**src/sv/nwts_pkg.sv**
```systemverilog
`default_nettype none
package nwts_pkg;

   localparam int NODES     = 4;
   localparam int NODE_W    = 2;
   localparam int COUNT_W   = 24;
   localparam int DIST_W    = 8;
   localparam int ROW_W     = 32;
   localparam int PROD_W    = COUNT_W + DIST_W;
   // four products of 32 bits never reach 2^34
   localparam int WEIGHT_W  = 34;
   localparam int SCALED_W  = WEIGHT_W + 4;
   localparam int SEEN_W    = 3;
   localparam int CSR_IDX_W = 2;

   localparam logic [ROW_W-1:0] DIST_ROW_0_RST = 32'h1414140A;
   localparam logic [ROW_W-1:0] DIST_ROW_1_RST = 32'h14140A14;
   localparam logic [ROW_W-1:0] DIST_ROW_2_RST = 32'h140A1414;
   localparam logic [ROW_W-1:0] DIST_ROW_3_RST = 32'h0A141414;

   typedef enum logic [CSR_IDX_W-1:0] {
      CSR_DIST_ROW_0 = 2'd0,
      CSR_DIST_ROW_1 = 2'd1,
      CSR_DIST_ROW_2 = 2'd2,
      CSR_DIST_ROW_3 = 2'd3
   } csr_index_type;

   typedef struct packed {
      logic [NODE_W-1:0]  home_node;
      logic [COUNT_W-1:0] access_count;
      logic               last_count;
   } req_type;

   typedef struct packed {
      logic [NODE_W-1:0] dest_node;
      logic              migrate;
      logic              truncated;
   } rsp_type;

   typedef struct packed {
      logic                rd_en;
      logic [NODE_W-1:0]   rd_addr;
      logic                wr_en;
      logic [NODE_W-1:0]   wr_addr;
      logic [WEIGHT_W-1:0] wr_data;
      logic                clr;
   } wram_ctl_type;

endpackage
`default_nettype wire

```
**src/sv/nwts_wram.sv**
```systemverilog
`default_nettype none
module nwts_wram (
   input  wire logic                          clock,
   input  wire logic                          reset,
   input  wire nwts_pkg::wram_ctl_type        ctl,
   output logic [nwts_pkg::WEIGHT_W-1:0]      rd_weight
);
   import nwts_pkg::*;

   logic [WEIGHT_W-1:0] mem [NODES];
   logic [NODES-1:0]    vld_ff;
   logic [WEIGHT_W-1:0] rd_data_ff;
   logic                rd_vld_ff;

   always_ff @(posedge clock) begin
      if (ctl.wr_en) begin
         mem[ctl.wr_addr] <= ctl.wr_data;
      end
      if (ctl.rd_en) begin
         rd_data_ff <= mem[ctl.rd_addr];
      end
   end

   // an entry that was not written since the last clear reads as zero
   always_ff @(posedge clock) begin
      if (reset) begin
         vld_ff    <= '0;
         rd_vld_ff <= 1'b0;
      end else begin
         if (ctl.rd_en) begin
            rd_vld_ff <= vld_ff[ctl.rd_addr];
         end
         if (ctl.clr) begin
            vld_ff <= '0;
         end else if (ctl.wr_en) begin
            vld_ff[ctl.wr_addr] <= 1'b1;
         end
      end
   end

   assign rd_weight = rd_vld_ff ? rd_data_ff : '0;

endmodule
`default_nettype wire

```
**src/sv/numa_weighted_target_select_top.sv**
```systemverilog
`default_nettype none
// an item without the last mark keeps busy high while it updates the weights (one weight update per cycle)
// a last item gives its result strobe after the update phase, the scan phase reading
// the weight ram and the decision state; the strobe is registered from the decision state
// one item at a time; busy is low again in the cycle that shows the result
// a count beyond the node limit skips the update cycles
// synchronous reset clears weights, counts, flags and restores the distance rows
module numa_weighted_target_select_top #(
   parameter int NODE_LIMIT = 4
) (
   input  wire logic                                     clock,
   input  wire logic                                     reset,
   input  wire logic                                     start,
   output logic                                          busy,
   input  wire nwts_pkg::req_type                        req_item,
   output logic                                          rsp_valid,
   output nwts_pkg::rsp_type                             rsp_item,
   input  wire logic                                     csr_we,
   input  wire logic [nwts_pkg::CSR_IDX_W-1:0]           csr_index,
   input  wire logic [nwts_pkg::ROW_W-1:0]               csr_wdata
);
   import nwts_pkg::*;

   typedef enum logic [1:0] {
      ST_IDLE,
      ST_ACC,
      ST_SCAN,
      ST_DONE
   } state_type;

   state_type           state_ff;
   logic [ROW_W-1:0]    dist_ff [NODES];
   logic [2:0]          acc_idx_ff;
   logic [2:0]          scan_idx_ff;
   logic [NODE_W-1:0]   home_ff;
   logic [COUNT_W-1:0]  cnt_ff;
   logic                last_ff;
   logic [NODE_W-1:0]   slot_ff;
   logic [SEEN_W-1:0]   counts_seen_ff;
   logic                overflow_ff;
   logic [PROD_W-1:0]   prod_ff;
   logic                wr_pend_ff;
   logic [NODE_W-1:0]   wr_addr_ff;
   logic [WEIGHT_W-1:0] whome_ff;
   logic [WEIGHT_W-1:0] wmin_ff;
   logic [NODE_W-1:0]   pick_ff;
   logic                rsp_valid_ff;
   rsp_type             rsp_ff;

   wram_ctl_type        ram_ctl;
   logic [WEIGHT_W-1:0] rd_weight;
   logic [DIST_W-1:0]   dist_byte;
   logic [NODE_W-1:0]   scan_node;
   logic                cand_ok;
   logic [SCALED_W-1:0] w_x11;
   logic [SCALED_W-1:0] wmin_x10;
   logic [SCALED_W-1:0] wmin_x11;
   logic [SCALED_W-1:0] whome_x10p10;
   logic                beats;
   logic                take_pick;
   logic                accept;

   nwts_wram u_wram (
      .clock     (clock),
      .reset     (reset),
      .ctl       (ram_ctl),
      .rd_weight (rd_weight)
   );

   always_ff @(posedge clock) begin
      if (reset) begin
         dist_ff[0] <= DIST_ROW_0_RST;
         dist_ff[1] <= DIST_ROW_1_RST;
         dist_ff[2] <= DIST_ROW_2_RST;
         dist_ff[3] <= DIST_ROW_3_RST;
      end else if (csr_we) begin
         case (csr_index)
            CSR_DIST_ROW_0: dist_ff[0] <= csr_wdata;
            CSR_DIST_ROW_1: dist_ff[1] <= csr_wdata;
            CSR_DIST_ROW_2: dist_ff[2] <= csr_wdata;
            CSR_DIST_ROW_3: dist_ff[3] <= csr_wdata;
            default:        dist_ff[0] <= dist_ff[0];
         endcase
      end
   end

   assign accept    = start && (state_ff == ST_IDLE);
   assign dist_byte = dist_ff[acc_idx_ff[NODE_W-1:0]][slot_ff*DIST_W +: DIST_W];
   // node whose weight arrives from the ram this scan cycle
   assign scan_node = NODE_W'(scan_idx_ff - 3'd2);
   assign cand_ok   = ({1'b0, scan_node} < counts_seen_ff) && (scan_node != home_ff);

   // w + w/10 < min is the same as 11*w < 10*min for integers
   assign w_x11    = (SCALED_W'(rd_weight) << 3) + (SCALED_W'(rd_weight) << 1)
                     + SCALED_W'(rd_weight);
   assign wmin_x10 = (SCALED_W'(wmin_ff) << 3) + (SCALED_W'(wmin_ff) << 1);
   assign wmin_x11 = wmin_x10 + SCALED_W'(wmin_ff);
   assign whome_x10p10 = (SCALED_W'(whome_ff) << 3) + (SCALED_W'(whome_ff) << 1)
                         + SCALED_W'(10);
   assign beats     = w_x11 < wmin_x10;
   assign take_pick = wmin_x11 < whome_x10p10;

   always_comb begin
      ram_ctl         = '0;
      ram_ctl.wr_en   = wr_pend_ff;
      ram_ctl.wr_addr = wr_addr_ff;
      ram_ctl.wr_data = rd_weight + WEIGHT_W'(prod_ff);
      ram_ctl.clr     = (state_ff == ST_DONE);
      case (state_ff)
         ST_ACC: begin
            ram_ctl.rd_en   = ~acc_idx_ff[2];
            ram_ctl.rd_addr = acc_idx_ff[NODE_W-1:0];
         end
         ST_SCAN: begin
            ram_ctl.rd_en   = (scan_idx_ff <= 3'd4);
            ram_ctl.rd_addr = (scan_idx_ff == 3'd0) ? home_ff
                              : NODE_W'(scan_idx_ff - 3'd1);
         end
         default: begin
            ram_ctl.rd_en   = 1'b0;
         end
      endcase
   end

   always_ff @(posedge clock) begin
      if (reset) begin
         state_ff       <= ST_IDLE;
         acc_idx_ff     <= '0;
         scan_idx_ff    <= '0;
         counts_seen_ff <= '0;
         overflow_ff    <= 1'b0;
         wr_pend_ff     <= 1'b0;
         rsp_valid_ff   <= 1'b0;
      end else begin
         rsp_valid_ff <= 1'b0;
         case (state_ff)
            ST_IDLE: begin
               if (accept) begin
                  home_ff     <= req_item.home_node;
                  cnt_ff      <= req_item.access_count;
                  last_ff     <= req_item.last_count;
                  acc_idx_ff  <= '0;
                  scan_idx_ff <= '0;
                  if (counts_seen_ff < SEEN_W'(NODE_LIMIT)) begin
                     slot_ff        <= counts_seen_ff[NODE_W-1:0];
                     counts_seen_ff <= counts_seen_ff + 3'd1;
                     state_ff       <= ST_ACC;
                  end else begin
                     overflow_ff <= 1'b1;
                     state_ff    <= req_item.last_count ? ST_SCAN : ST_IDLE;
                  end
               end
            end
            ST_ACC: begin
               // read node k while writing back node k-1
               if (!acc_idx_ff[2]) begin
                  prod_ff    <= PROD_W'(dist_byte) * PROD_W'(cnt_ff);
                  wr_pend_ff <= 1'b1;
                  wr_addr_ff <= acc_idx_ff[NODE_W-1:0];
                  acc_idx_ff <= acc_idx_ff + 3'd1;
               end else begin
                  wr_pend_ff <= 1'b0;
                  state_ff   <= last_ff ? ST_SCAN : ST_IDLE;
               end
            end
            ST_SCAN: begin
               if (scan_idx_ff == 3'd1) begin
                  whome_ff <= rd_weight;
                  wmin_ff  <= rd_weight;
                  pick_ff  <= '0;
               end else if (scan_idx_ff >= 3'd2 && cand_ok && beats) begin
                  wmin_ff <= rd_weight;
                  pick_ff <= scan_node;
               end
               scan_idx_ff <= scan_idx_ff + 3'd1;
               if (scan_idx_ff == 3'd5) begin
                  state_ff <= ST_DONE;
               end
            end
            ST_DONE: begin
               rsp_valid_ff          <= 1'b1;
               rsp_ff.dest_node      <= take_pick ? pick_ff : home_ff;
               rsp_ff.migrate        <= take_pick && (pick_ff != home_ff);
               rsp_ff.truncated      <= overflow_ff;
               counts_seen_ff        <= '0;
               overflow_ff           <= 1'b0;
               state_ff              <= ST_IDLE;
            end
            default: begin
               state_ff <= ST_IDLE;
            end
         endcase
      end
   end

   assign busy      = (state_ff != ST_IDLE);
   assign rsp_valid = rsp_valid_ff;
   assign rsp_item  = rsp_ff;

   a_seen_limit: assert property (@(posedge clock) disable iff (reset)
      counts_seen_ff <= SEEN_W'(NODE_LIMIT))
      else $error("count of accepted counts beyond node limit");

   a_strobe_single: assert property (@(posedge clock) disable iff (reset)
      rsp_valid |=> !rsp_valid)
      else $error("result strobe longer than one cycle");

   a_migrate_match: assert property (@(posedge clock) disable iff (reset)
      rsp_valid |-> (rsp_item.migrate == (rsp_item.dest_node != home_ff)))
      else $error("migrate flag disagrees with destination and home node");

   a_write_in_acc: assert property (@(posedge clock) disable iff (reset)
      wr_pend_ff |-> (state_ff == ST_ACC))
      else $error("weight write-back outside update phase");

   a_full_drops: assert property (@(posedge clock) disable iff (reset)
      (accept && counts_seen_ff == SEEN_W'(NODE_LIMIT)) |=> overflow_ff)
      else $error("dropped count not flagged");

endmodule
`default_nettype wire

```
**config.mk**
```make
export PLATFORM = sky130hd
export DESIGN_NAME = numa_weighted_target_select_top
export DESIGN_NICKNAME = d
export VERILOG_FILES = /design/src/sv/nwts_pkg.sv /design/src/sv/nwts_wram.sv /design/src/sv/numa_weighted_target_select_top.sv
export SDC_FILE = /design/constraint.sdc
export NUM_CORES = 1
export LEC_CHECK = 0
export BUFFER_PORTS_ARGS = -buffer_cell sky130_fd_sc_hd__buf_2
export CAP_MARGIN = 20
export CORE_MARGIN = 3
export CORE_UTILIZATION = 43
export CTS_BUF_LIST = sky130_fd_sc_hd__clkbuf_16
export CTS_CLUSTER_SIZE = 30
export DETAILED_ROUTE_END_ITERATION = 10
export GPL_TIMING_DRIVEN = 0
export PLACE_DENSITY = 0.68
export SLEW_MARGIN = 5
export SYNTH_ARGS = -nofsm -noshare
export SYNTH_HDL_FRONTEND = slang
export SYNTH_SLANG_ARGS = --single-unit
export TNS_END_PERCENT = 10
```
**constraint.sdc**
```tcl
create_clock -name clock -period 7.75 [get_ports clock]
set_clock_uncertainty 0.2 [all_clocks]
set_input_delay 0.3875 -clock clock [delete_from_list [all_inputs] [get_ports clock]]
set_output_delay 0.3875 -clock clock [all_outputs]
set_load 0.01 [all_outputs]
```
==> impl_summary.txt <==
----------------------------------------------------
[Run status]
  Run status ... completed

[Job]
  Max-capacitance violation count ... 0

[STA]
  Part of the cycle the worst path needs ... 0.9731
  Timing-limited maximum frequency ... 0.1326 GHz
  Min setup slack post-route ... 0.2089 ns
  Worst-margin pin slew ... 1.028 ns
  Crit path time final ... 7.541 ns
  Setup_tns ... 0 ns
  Hold violation count in the final report ... 0
  Pins Over Slew Limit ... 0
  Slew margin rel. ... 0.3145
  Setup repair after global routing missed its margin ... yes
  Final setup vio count ... 0

[Global routing]
  Grt met3 use ... 0.01983
  Global-route layer with the greatest usage ... met2
  GRT Residual Overflow ... 0
  Number of antenna violations at the first check in global routing ... 0
  Wire length of the first global-routing pass ... 125.9 mm
  Global routing usage on met2 ... 0.3369
  Pin count of the biggest net entering global routing ... 35
  Vias in the first global route ... 24160
  Total routing usage reported by global routing ... 0.1900
  Met1 capacity usage during global routing ... 0.2462

[Placed design]
  Post-placement setup slack ... -0.9514 ns
  Detailed Place HPWL ... 59.23 mm
  Number of buffer cells added on primary ports ... 69
  Routability cong. ... 0.8955

[Synthesis]
  Top post-synthesis cells by area ... edfxtp_1, ha_1, fa_1
  Dominant register cell in the synthesized netlist ... edfxtp_1
  Number of storage elements in the synthesis netlist ... 456
  Cell with the most instances after synthesis ... edfxtp_1
  Commonest cells post-synth ... edfxtp_1, ha_1, inv_1
  Fraction of synthesized cell area taken by the top area cell type ... 0.3836
  Post-Syn Instances ... 3130
  Syn nets ... 3697
  Number of flops mapped to enable cells by yosys ... 435
  Post-synth top area cell ... edfxtp_1
  Distinct cell type count of the synthesized netlist ... 82
  Mapped cell area ... 0.03406 mm^2
  Post-synth ARST share ... 0
  Average cell area after synthesis ... 10.88 um^2
  Sequential share of the synthesized area ... 0.3959
  Number of warnings issued by yosys ... 0

[Critical path]
  Worst setup path class ... flip-flop to flip-flop
  Data arrival, critical path ... 7.68 ns
  Reg2Reg Depth ... 22
  Worst setup path end ... prod_ff[31]
  Worst-path fanout max ... 10
  CP Data Required Time ... 7.89 ns
  Category of the worst setup path capture point ... flip-flop
  R2r endpoint ... prod_ff[31]
  Startpoint types ... flip-flop
  Reg-to-reg setup timing slack ... 0.21 ns

[Detailed routing]
  Number of vias in the routed layout ... 23780
  Total iterations of the first detailed-routing run ... 5
  Final wirelength ... 78.01 mm
  Via density per instance ... 5.396
  DRT iter0 DRCs ... 1330
  Number of remaining DRC errors ... 0
  Drt wl/cell ... 17.70 um
  Number of nets with antenna violations after detailed routing ... 0

[Clock tree]
  Clock transition at path regs ... 0.06 ns
  Clock buffer depth ... 3
  Clock tree from TritonCTS ... done
  Root buf cell ... clkbuf_16
  Cts bufs inserted ... 50
  Clock sink count ... 456
  Deepest level of the CTS H-tree ... 2
  Worst-skew pair later-pin latency ... 0.61 ns

[Cells and area]
  Count of antenna diodes in the layout ... 0
  Fraction of final layout cells sized beyond drive strength 1 ... 0.07841
  Area delta synth->final ... 12.68%
  Final #Nets ... 3894

[Power and ir drop]
  Max rail drop VDD ... 517.3 uV
  P per Cell Area ... 300.7 mW/mm^2
  Static leakage power ... 17.03 nW

[Worst hold path]
  Worst hold path class ... primary input to flip-flop

[Die]
  DIE AREA ... 0.08261 mm^2
  Horiz. Die Dim ... 287.4 um
  Standard-cell row count ... 102
  Placeable Area ... 0.07798 mm^2
  Effective utilization at floorplan ... 0.4367
  Die height ... 287.4 um
  I/O pin count ... 71

----------------------------------------------------
worst max-delay path, cell delays in order, from the launching register on:
cell and delay (ns):
dfxtp_1 0.46, clkbuf_4 0.33, clkbuf_2 0.32, mux4_2 0.36, mux4_2 0.60, clkbuf_1 0.30
nand2_1 0.16, fa_1 0.41, inv_1 0.09, fa_1 0.42, fa_1 0.52, fa_1 0.49
ha_1 0.38, a21o_1 0.18, a21o_1 0.16, a21oi_1 0.22, nand2b_1 0.14, o211ai_1 0.19
o31a_1 0.35, a221o_1 0.36, o41ai_2 0.33, o21ai_1 0.14, xnor2_1 0.15
timing repair:
item                       CTS  global route
buffers inserted             0             6
hold buffers                62             0
gates resized for setup     23            22
hold endpoints to repair   159             0
pin swaps                    1             8
setup endpoints to repair   44            43
registers in the layout, indices dropped and copies added, names as in the netlist, 3 cells and up, named ones only:
register	flops
u_wram.vld_ff	4
acc_idx_ff	3
wmin_ff	34
rsp_item	4
u_wram.mem	136
prod_ff	32
dist_ff	128
u_wram.rd_data_ff	34
counts_seen_ff	3
whome_ff	34
scan_idx_ff	3
cnt_ff	24
cell families after synthesis:
group / synth area share
XOR/XNOR: 0.04600
adder cells (fa/ha/maj): 0.2213
buffers and inverters: 0.04130
flip-flops: 0.3959
multiplexers: 0.03887
AO/OA/AOI/OAI: 0.1280
AND/OR/NAND/NOR: 0.1287
worst min-delay path by stage:
stage / from / endpoint / slack (ns) / depth (start not counted)
2_1_floorplan: overflow_ff / rsp_item[0] / 0.21 / 0
3_3_place_gp: overflow_ff / rsp_item[0] / 0.23 / 0
3_5_place_dp: overflow_ff / rsp_item[0] / 0.23 / 0
4_1_cts: csr_index[0] / dist_ff[2][4] / 0.01 / 3
5_1_grt: csr_index[0] / dist_ff[2][4] / 0.06 / 3
6_report: csr_index[0] / dist_ff[2][4] / 0.07 / 3
power by group:
part	total (W)	switching, W	leakage [nW]	internal, W
Combinational	0.00571	0.00330	11.9	0.00241
Clock	0.00244	0.00102	0.851	0.00141
Sequential	0.00339	0.0000893	4.30	0.00330
Total	0.0115	0.00441	17.0	0.00713
final cells by class:
type,count,area (um^2)
fillers,6962,39600
clock inverters,42,424.2
clock buffers,50,1251
repair buffers,148,1196
well taps,1040,1301
flip-flops and latches,456,13480
inverters,293,1100
multi-input cells,2300,19300
plain buffers,78,319.1
routing by layer:
metal / vias up / part of all wire / routed length, um
li1: 11590 / - / -
met1: 11560 / 0.43 / 33910
met2: 502 / 0.50 / 38780
met3: 125 / 0.042 / 3297
met4: 0 / 0.026 / 2026
met5: - / 0 / 0
placed cells by master (no fill, tap or decap), types with 11 or more instances in the layout:
cell type      synthesis  routed
a211o_1               11      11
a211oi_1              19      19
a21o_1               111     111
a21oi_1              201     197
a31oi_1               49      48
and2_1               209     206
and3_1                16      15
buf_2                  2      72
clkbuf_1              70      59
clkbuf_16              0      50
dfxtp_1               21      20
dlygate4sd3_1          0      62
edfxtp_1             435     435
fa_1                 167     166
ha_1                 335     334
inv_1                293     304
mux2i_1               40      40
mux4_2                40      40
nand2_1              223     223
nand2b_1              65      65
nand3_1               37      37
nand4_1               22      22
nor2_1               178     173
nor2b_1               29      29
nor3_1                40      40
o21a_1                38      38
o21ai_0               86      85
o21ai_1               13      14
o21bai_1              24      24
or3_1                 22      22
xnor2_1              113     113
xor2_1                64      64
through the flow:
step                      instances  total power [W]  hold slack (ns)  utilization  instance area, um^2
after global routing           4407          0.01249          0.05522       0.4921                38370
after floorplan                3130         0.007700           0.2090            -                34060
final                          4407          0.01154          0.06729       0.4921                38370
after detailed placement       4250         0.009099           0.2297       0.4610                35950
after global placement         4239         0.008965           0.2259       0.4578                35700
after CTS                      4403          0.01163          0.01439       0.4911                38300
Power figures use the tool's default switching activity.
